$ cat config.mk
export PLATFORM = sky130hd
export DESIGN_NAME = hcbp_emit
export DESIGN_NICKNAME = d
export VERILOG_FILES = /design/src/sv/huffman_code_bit_packer_unit_defines.svh /design/src/sv/hcbp_pkg.sv /design/src/sv/hcbp_emit.sv
export SDC_FILE = /design/constraint.sdc
export NUM_CORES = 1
export LEC_CHECK = 0
export BUFFER_PORTS_ARGS = -buffer_cell sky130_fd_sc_hd__buf_2
export CAP_MARGIN = 40
export CORE_MARGIN = 4
export CORE_UTILIZATION = 45
export CTS_CLUSTER_DIAMETER = 100
export DETAILED_ROUTE_END_ITERATION = 10
export HOLD_SLACK_MARGIN = 0.12
export PLACE_DENSITY_LB_ADDON = 0.2
export SLEW_MARGIN = 10
export SYNTH_ARGS = -nofsm -noshare
export SYNTH_HDL_FRONTEND = slang
export SYNTH_SLANG_ARGS = --single-unit
$ cat constraint.sdc
create_clock -name i_clk -period 1.8 [get_ports i_clk]
set_input_delay 0.36 -clock i_clk [delete_from_list [all_inputs] [get_ports i_clk]]
set_output_delay 0.36 -clock i_clk [all_outputs]
set_load 0.01 [all_outputs]
$ cat src/sv/huffman_code_bit_packer_unit_defines.svh
// Assertion helpers for the prefix-code bit packer.
// Each macro expects i_clk and i_rst_n in scope and is silent during reset.
`ifndef HUFFMAN_CODE_BIT_PACKER_UNIT_DEFINES_SVH
`define HUFFMAN_CODE_BIT_PACKER_UNIT_DEFINES_SVH

// The consequent must hold in the same cycle as the antecedent.
`define HCBP_ASSERT_NOW(lbl, ante, cons, msg) \
    lbl: assert property (@(posedge i_clk) disable iff (!i_rst_n) \
        (ante) |-> (cons)) else $error(msg);

// The consequent must hold in the cycle after the antecedent.
`define HCBP_ASSERT_NEXT(lbl, ante, cons, msg) \
    lbl: assert property (@(posedge i_clk) disable iff (!i_rst_n) \
        (ante) |=> (cons)) else $error(msg);

`endif

$ cat src/sv/hcbp_pkg.sv
package hcbp_pkg;

    // Command codes carried on the request side tuser.
    localparam logic [1:0] CMD_LOAD   = 2'd0;
    localparam logic [1:0] CMD_ENCODE = 2'd1;
    localparam logic [1:0] CMD_FLUSH  = 2'd2;

    localparam int BYTE_W = 8;
    localparam int WORD_W = 32;
    localparam int LEN_W  = 6;
    localparam int PEND_W = 7;
    localparam int CNT_W  = 3;
    localparam int SYM_W  = 8;
    localparam int CMD_W  = 2;

    // Request tdata: symbol, code word, code length, zero padding.
    localparam int S_DATA_W = 48;
    localparam int M_DATA_W = 8;

    typedef logic [CMD_W-1:0] t_cmd;

endpackage

$ cat src/sv/hcbp_emit.sv
module hcbp_emit #(
    parameter int ACC_W = 39,
    localparam int NB = ACC_W / 8,
    localparam int IW = (NB > 1) ? $clog2(NB) : 1
) (
    input  logic                     i_clk,
    input  logic                     i_rst_n,
    input  logic                     i_load,
    input  logic [ACC_W-1:0]         i_data,
    input  logic [IW-1:0]            i_last_idx,
    output logic                     o_free,
    output logic                     o_valid,
    output logic [hcbp_pkg::BYTE_W-1:0] o_byte,
    output logic                     o_last,
    input  logic                     i_ready
);
    import hcbp_pkg::*;

    logic             r_valid;
    logic [IW-1:0]    r_idx;
    logic [ACC_W-1:0] r_data;
    logic             take;

    // Bytes are right aligned in r_data; the highest one goes out first.
    assign take    = r_valid && i_ready;
    assign o_valid = r_valid;
    assign o_last  = (r_idx == '0);
    assign o_byte  = BYTE_W'(r_data >> {r_idx, 3'b000});
    assign o_free  = !r_valid || (take && (r_idx == '0));

    always_ff @(posedge i_clk) begin
        if (!i_rst_n) begin
            r_valid <= 1'b0;
            r_idx   <= '0;
        end else if (i_load) begin
            r_valid <= 1'b1;
            r_idx   <= i_last_idx;
        end else if (take) begin
            if (r_idx == '0) begin
                r_valid <= 1'b0;
            end else begin
                r_idx <= r_idx - 1'b1;
            end
        end
    end

    always_ff @(posedge i_clk) begin
        if (i_load) begin
            r_data <= i_data;
        end
    end

endmodule

==> impl_metrics.json, run 1 <==
{
  "drt_pre_antenna_iters": 4,
  "vias": 764,
  "synth.cell_area_um2": 1310,
  "vias_per_cell": 5.06,
  "clock_latency_ns": 0.34,
  "preCtsSetupSlack_ns": 0.262,
  "port-buffer-count": 48,
  "tightestPinTransition_ns": 0.404,
  "synth.avg_cell_area_um2": 21.1,
  "end_kind": "output pin",
  "design_area_um2": 1740,
  "chipWidth_um": 62.0,
  "drt_iter0_markers": 30,
  "post-cts-setup-buffers": 0,
  "ys_warn_count": 0,
  "gp_congestion": 0.678,
  "grt.total_usage_pct": 13.8,
  "status": "complete, but fails checks",
  "die_area_um2": 3840,
  "maxSlewViolCount": 0,
  "setup_viol": 8,
  "coreArea_um2": 2780,
  "drc": 0,
  "grt_pass1_vias": 778,
  "critical_path_class": "register to output pin",
  "clk_pin_slew_ns": 0.11,
  "violations": "setup timing",
  "worst-path-max-fanout": 7,
  "max_freq_mhz": 540,
  "seq_area_frac_synth_pct": 77.9,
  "ir_drop_uv": 881,
  "synth_cells": 62,
  "static-leakage-power_nw": 0.702,
  "wl_per_cell_um": 14.9,
  "dieHeight_um": 62.0,
  "dpl_cell_area_um2": 1610,
  "clockBufferDepth": 2,
  "grt_antenna_before_repair": 0,
  "grt-ovfl-total": 0,
  "cap_violations": 0,
  "final_cell_mix": "buf_2, edfxtp_1, mux4_2",
  "clock_skew_ns": 0.00379,
  "cts.sinks": 35,
  "hold_buffers": 0,
  "grt_start_max_net_pins": 21,
  "io_pins": 56,
  "layout-drive-gt1-share_pct": 59.2,
  "tritoncts": "done",
  "rsz0062_at_grt": "true",
  "antenna_cells_inserted": 0,
  "startpoint_type": "register",
  "tns_ns": -0.306,
  "hold_class": "primary input to register",
  "area_growth_pct": 32.6,
  "hpwl_um": 1690,
  "slew_headroom_pct": 73.1,
  "grt_pass1_wl_um": 3460,
  "setup_slack_ns": -0.0503,
  "fillers": 197,
  "initial_core_util_pct": 47.1,
  "synth_nets": 108,
  "final-hold-violation-count": 0,
  "ys_seq_elements": 35,
  "final_nets": 165,
  "timing.hold.ws_ns": 0.186,
  "synth.distinct_cells": 14,
  "required_ns": 1.44,
  "worstPathArrival_ns": 1.49,
  "routed_wl_um": 2250,
  "mostFrequentLayoutCell": "buf_2",
  "power_density_nw_per_um2": 1020,
  "num_rows": 19,
  "antenna_left": 0,
  "cts_made_buffers": 5,
  "cts_max_level": 2,
  "ctsRootBufferMaster": "clkbuf_4",
  "finalCritPeriodShare_pct": 103,
  "fin_crit_ns": 1.85
}
registers in the layout, summed over array words and instances (netlist names):
name     count
r_idx        2
r_data      32
o_valid      1
cells in the mapped netlist:
cell type  instances  area [um2]
edfxtp_1          32         961
mux4_2             8         180
inv_1              4        15.0
a21oi_1            3        15.0
dfxtp_1            3        60.1
nand2_1            3        11.3
nor2_1             2        7.51
a211oi_1           1        7.51
a221oi_1           1        8.76
and3_1             1        6.26
buf_4              1        7.51
buf_6              1        11.3
ha_1               1        12.5
nand3b_1           1        7.51
worst paths after layout:
| kind | start | endpoint | slack, ns | cells past startpoint |
|---|---|---|---|---|
| setup / recovery | r_idx[0]$_SDFFE_PN0P_ | o_byte[2] | -0.05 | 3 |
| hold / removal | i_data[24] | r_data[24]$_DFFE_PP_ | 0.19 | 1 |
| hold reg to reg | o_valid$_SDFFE_PN0P_ | o_valid$_SDFFE_PN0P_ | 0.52 | 2 |
| setup reg to reg | r_idx[0]$_SDFFE_PN0P_ | r_idx[1]$_SDFFE_PN0P_ | 0.38 | 6 |
logic make-up (layout without fill, tap and decap cells):
| logic type | after synthesis | in the layout | share of synthesized area (%) |
|---|---|---|---|
| compound gates | 5 | 5 | 2.39 |
| simple gates | 7 | 7 | 2.48 |
| buf+inv | 6 | 64 | 2.58 |
| fa+ha+maj | 1 | 1 | 0.954 |
| mux | 8 | 8 | 13.7 |
| flops | 35 | 35 | 77.9 |
metal layers:
metal | global-route usage (%) | vias up | part of all wire (%) | wire length [um]
li1 | - | 364 | - | -
met1 | 15.8 | 357 | 39 | 876
met2 | 20.4 | 39 | 48 | 1080
met3 | 9.09 | 4 | 12 | 274
met4 | 5.45 | 0 | 0.98 | 22
met5 | 0 | - | 0 | 0
power breakdown:
group          switching, mW  leakage (nW)  total [mW]  internal [mW]
registers             0.0193         0.339       0.976          0.957
logic                 0.0977         0.318       0.239          0.142
clock network          0.258        0.0452       0.550          0.292
total                  0.375         0.702        1.77           1.39
layout make-up:
cell class	instances	area (um2)	area share, %
Sequential cell	35	1020	58.8
Tap cell	31	38.8	2.23
Inverter	4	15.0	0.863
Multi-Input combinational cell	21	259	14.9
Clock inverter	3	43.8	2.52
Timing Repair Buffer	52	322	18.5
Clock buffer	5	37.5	2.16
per-stage QoR:
| stage | std cells | total power [mW] | util, % |
|---|---|---|---|
| 6_report | 151 | 1.77 | 62.5 |
| 5_1_grt | 151 | 1.86 | 62.5 |
| 4_1_cts | 151 | 1.78 | 61.8 |
| 3_5_place_dp | 143 | 1.21 | 58.0 |
| 3_3_place_gp | 143 | 1.20 | 58.0 |
| 2_1_floorplan | 62 | 1.10 | - |
worst max-delay path: stages, from the launching register on:
cell,delay [ns]
dfxtp_2,0.36
buf_8,0.13
mux4_2,0.52
buf_6,0.14
repair_timing:
action	4_1_cts	5_1_grt
resized for setup	5	5
endpoints found under the setup margin	9	9
cloned	0	0
No activity file was read; power rests on OpenSTA's default activity.
==> run 2, diff against run 1 <==
Settings changed: CELL_PAD_IN_SITES_DETAIL_PLACEMENT set to 0, CELL_PAD_IN_SITES_GLOBAL_PLACEMENT set to 1, CORE_UTILIZATION 45 to 37.
==> run 2 against run 1 <==
The flow still finishes with violations (setup timing); clock power decreased by 35%; clock-buffer cell count stayed put; worst hold slack gained 0.024 ns; sequential cell count stayed put; via count decreased by 1.3%; highest routed layer unchanged.
==> impl_metrics.json, run 2 (synthesized netlist as in run 1, its figures left out) <==
{
  "ctsRootBufferMaster": "clkbuf_4",
  "power_density_nw_per_um2": 907,
  "layout-drive-gt1-share_pct": 56.7,
  "critical_path_class": "register to output pin",
  "area_growth_pct": 34.7,
  "hold_depth": 1,
  "grt_antenna_before_repair": 0,
  "routed_wl_um": 2240,
  "combPwrFrac_pct": 16.9,
  "rsz0062_at_grt": "true",
  "crit_buf_inv": 2,
  "vias": 754,
  "r2r-end": "r_idx[1]$_SDFFE_PN0P_",
  "design_area_um2": 1770,
  "crit_slowest_cell": "mux4_2",
  "finalCritPeriodShare_pct": 102,
  "cts.sinks": 35,
  "grt-ovfl-total": 0,
  "pwr-share-clk_pct": 22.4,
  "worst-path-max-fanout": 10,
  "numPlacedInstances": 157,
  "cp.depth": 3,
  "power.switching_uw": 343,
  "cts_made_buffers": 5,
  "antenna_cells_inserted": 0,
  "drt_iter0_markers": 22,
  "ir_drop_uv": 387,
  "final-hold-violation-count": 0,
  "regToRegSetupSlack_ns": 0.37,
  "end_kind": "output pin",
  "min_to": "r_data[21]$_DFFE_PP_",
  "slew_headroom_pct": 79.4,
  "clock_skew_ns": 0.0000850,
  "gp_congestion": 0.642,
  "violations": "setup timing",
  "clk_pin_slew_ns": 0.10,
  "num_rows": 21,
  "multiInputGateArea_um2": 256,
  "p_seq_share_pct": 60.7,
  "dieHeight_um": 67.5,
  "antenna_left": 0,
  "final_nets": 166,
  "setup_viol": 8,
  "largest_reg_flops": 32,
  "max_freq_mhz": 547,
  "die_area_um2": 4560,
  "coreArea_um2": 3390,
  "cap_violations": 0,
  "grt_pass1_wl_um": 3450,
  "internal_power_mw": 1.26,
  "maxSlewViolCount": 0,
  "wl_per_cell_um": 13.5,
  "chipWidth_um": 67.5,
  "io_pins": 56,
  "mostFrequentLayoutCell": "buf_2",
  "layout.cells.non_filler": 166,
  "port-buffer-count": 48,
  "grt.total_usage_pct": 11.0,
  "fillers": 279,
  "setup_slack_ns": -0.0270,
  "r2r_cells": 6,
  "status": "complete, but fails checks",
  "r2r-start": "r_idx[0]$_SDFFE_PN0P_",
  "hp-start": "i_data[21]",
  "drt_pre_antenna_iters": 4,
  "vias_per_cell": 4.54,
  "dpl_cell_area_um2": 1640,
  "regArea_um2": 1020,
  "grt_pass1_vias": 785,
  "startpoint_type": "register",
  "swShare_pct": 21.4,
  "hold_class": "primary input to register",
  "clockBufferDepth": 2,
  "final_cell_mix": "buf_2, edfxtp_1, buf_6",
  "hpwl_um": 1670,
  "grt_start_max_net_pins": 25,
  "tritoncts": "done",
  "fin_crit_ns": 1.83,
  "tightestPinTransition_ns": 0.310,
  "required_ns": 1.44,
  "worstPathCellList": "buf_12, mux4_2, buf_6",
  "slowest_delay_ns": 0.52,
  "static-leakage-power_nw": 0.703,
  "cts_max_level": 2,
  "critical-path-top-delay-family": "multiplexers",
  "drc": 0,
  "clock_latency_ns": 0.31,
  "worstPathArrival_ns": 1.47,
  "regMostFlops": "r_data",
  "initial_core_util_pct": 38.7
}
-- run 2: changes by cell type in the layout (fill, tap and decap cells not counted), sizes merged --
cell	before	now
bufinv	1	0
buf	52	53
-- run 2: routing by layer --
| metal | track usage [%] | routed length (um) |
|---|---|---|
| met5 | 0 | 0 |
| met4 | 6.08 | 14 |
| met3 | 3.83 | 153 |
| met2 | 18.0 | 1170 |
| met1 | 12.4 | 899 |
-- run 2: cell type report --
type,instances,area share (%)
clock buffer,5,2.12
inverter,4,0.850
multi-input combinational,21,14.5
clock inverter,2,0.496
timing repair buffer,53,20.9
tap,46,3.26
sequential,35,57.9
-- run 2: worst reg2reg max path, cell delays in order, from the launching register on --
cell and delay, ns:
dfxtp_2 0.35, buf_12 0.14, inv_1 0.05, ha_1 0.21, nand3b_1 0.20, and3_1 0.20, a211oi_1 0.19
-- run 2: power groups by stage --
stage               logic (mW)  clock network, mW  registers, mW
global route             0.296              0.418          0.978
finish                   0.271              0.359          0.972
CTS                      0.222              0.382          0.973
detailed placement       0.221                  0          0.992
global placement         0.218                  0          0.987
floorplan                0.110                  0          0.986
-- run 2: how the worst max path moves through the flow --
stage | slack [ns] | endpoint | start
4_1_cts | -0.05 | o_byte[5] | r_idx[0]$_SDFFE_PN0P_
3_5_place_dp | 0.29 | o_byte[5] | r_idx[0]$_SDFFE_PN0P_
5_1_grt | -0.09 | o_byte[4] | r_idx[0]$_SDFFE_PN0P_
6_report | -0.03 | o_byte[4] | r_idx[0]$_SDFFE_PN0P_
2_1_floorplan | 0.42 | r_idx[1]$_SDFFE_PN0P_ | r_idx[0]$_SDFFE_PN0P_
3_3_place_gp | 0.28 | o_byte[4] | r_idx[0]$_SDFFE_PN0P_
-- run 2: what timing repair did --
| action | in CTS | in global routing |
|---|---|---|
| setup endpoints to repair | 8 | 9 |
| setup buffers | 0 | 2 |
| pin swaps | 0 | 0 |
| resized for setup | 1 | 9 |
| hold buffers | 0 | 0 |
| gates cloned | 0 | 0 |
-- run 2: metrics by stage --
step / setup TNS, ns / utilization, % / hold slack, ns / power (mW) / worst slack, ns
3_3_place_gp: 0 / 48.3 / 0.481 / 1.21 / 0.282
6_report: -0.150 / 52.1 / 0.210 / 1.60 / -0.0270
5_1_grt: -0.638 / 52.1 / 0.188 / 1.69 / -0.0937
3_5_place_dp: 0 / 48.3 / 0.501 / 1.21 / 0.286
4_1_cts: -0.357 / 49.7 / 0.185 / 1.58 / -0.0526
2_1_floorplan: 0 / - / 0.459 / 1.10 / 0.419
==> run 3, diff against run 2 <==
Settings changed: CORE_ASPECT_RATIO set to 0.75.
==> run 3 against run 2 <==
The run now ends clean; register-to-register slack about the same; cell count fell by 3.0%; clock-buffer cell count grew 3.
==> impl_metrics.json, run 3 (synthesized netlist as in run 1, its figures left out) <==
{
  "status": "complete, no violations",
  "mostFrequentLayoutCell": "buf_2",
  "initial_core_util_pct": 39.1,
  "ir_drop_uv": 605,
  "chipWidth_um": 76.7,
  "grt_pass1_wl_um": 3660,
  "r2r_cells": 5,
  "hpwl_um": 1800,
  "cts.sinks": 35,
  "ctsRootBufferMaster": "clkbuf_8",
  "grt.total_usage_pct": 11.2,
  "drt-met1-wl_um": 974,
  "wl_per_cell_um": 14.5,
  "tns_ns": 0,
  "critical_path_class": "register to output pin",
  "num_rows": 18,
  "area_growth_pct": 33.7,
  "slew_headroom_pct": 73.0,
  "final-hold-violation-count": 0,
  "final_cell_mix": "buf_2, edfxtp_1, mux4_2",
  "hold_depth": 1,
  "startpoint_type": "register",
  "grt_pass1_vias": 813,
  "grt_start_max_net_pins": 21,
  "drt_iter0_markers": 14,
  "port-buffer-count": 48,
  "drc": 0,
  "routed-wl-met2_um": 1110,
  "clock_latency_ns": 0.27,
  "finalCritPeriodShare_pct": 97.7,
  "worstPathArrival_ns": 1.40,
  "tritoncts": "done",
  "cts_max_level": 2,
  "fin_crit_ns": 1.76,
  "layout-drive-gt1-share_pct": 55.4,
  "hold_class": "primary input to register",
  "fillers": 283,
  "final_util_pct": 52.2,
  "vias": 771,
  "regToRegSetupSlack_ns": 0.38,
  "setup_viol": 0,
  "clk_pin_slew_ns": 0.06,
  "highest_layer": "met4",
  "max_freq_mhz": 569,
  "rsz0062_at_grt": "true",
  "gp_congestion": 0.763,
  "grt-ovfl-total": 0,
  "clock_skew_ns": 0.00179,
  "worst-path-max-fanout": 4,
  "maxSlewViolCount": 0,
  "post-cts-setup-buffers": 0,
  "antenna_left": 0,
  "antenna_cells_inserted": 0,
  "die_area_um2": 4570,
  "dieHeight_um": 59.6,
  "grt_antenna_before_repair": 0,
  "cts_made_buffers": 5,
  "vias_per_cell": 4.79,
  "power_density_nw_per_um2": 988,
  "required_ns": 1.44,
  "io_pins": 56,
  "final_nets": 166,
  "coreArea_um2": 3360,
  "regMostFlops": "r_data",
  "end_kind": "output pin",
  "tightestPinTransition_ns": 0.405,
  "static-leakage-power_nw": 0.701,
  "routed_wl_um": 2330,
  "cap_violations": 0,
  "clockBufferDepth": 2,
  "drt_pre_antenna_iters": 4,
  "dr_wl_met3_um": 222,
  "largest_reg_flops": 32
}
run 3: what timing repair did:
action,in CTS,in global routing
hold buffers,0,0
gates resized for setup,1,8
setup endpoints to repair,8,8
cloned,0,0
run 3: routing by layer:
metal | up-vias | global-route usage, %
met2 | 37 | 17.4
met1 | 364 | 13.7
met5 | - | 0
met4 | 0 | 4.65
met3 | 5 | 5.17
li1 | 365 | -
run 3: layout make-up:
type	count	area, um2	area share [%]
Sequential cell	35	1020	58.5
Clock buffer	8	80.1	4.57
Tap cell	40	50.0	2.86
Multi-Input combinational cell	21	256	14.6
Timing Repair Buffer	53	327	18.6
Inverter	4	15.0	0.857
run 3: critical path: stages (launching register included):
cell     delay, ns
dfxtp_4       0.37
buf_6         0.11
mux4_2        0.51
buf_6         0.14
run 3: per-stage QoR:
stage	worst slack [ns]	hold slack, ns	area [um2]	total power [mW]	instances
CTS	0.0164	0.246	1710	1.74	161
global placement	0.285	0.477	1630	1.21	153
finish	0.0411	0.255	1750	1.73	161
global route	-0.0160	0.241	1750	1.82	161
detailed placement	0.287	0.493	1630	1.21	153
floorplan	0.419	0.459	1310	1.10	62
run 3: power breakdown:
part / internal (mW) / total, mW / switching (mW) / leakage (nW)
Sequential: 0.958 / 0.978 / 0.0203 / 0.339
Combinational: 0.140 / 0.236 / 0.0960 / 0.323
Clock: 0.274 / 0.518 / 0.244 / 0.0395
Total: 1.37 / 1.73 / 0.360 / 0.701
run 3: final timing paths:
path | start | endpoint
worst max register to register | r_idx[1]$_SDFFE_PN0P_ | r_idx[1]$_SDFFE_PN0P_
worst min-delay path | i_data[5] | r_data[5]$_DFFE_PP_
worst max-delay path | r_idx[0]$_SDFFE_PN0P_ | o_byte[3]
worst min register to register | o_valid$_SDFFE_PN0P_ | o_valid$_SDFFE_PN0P_
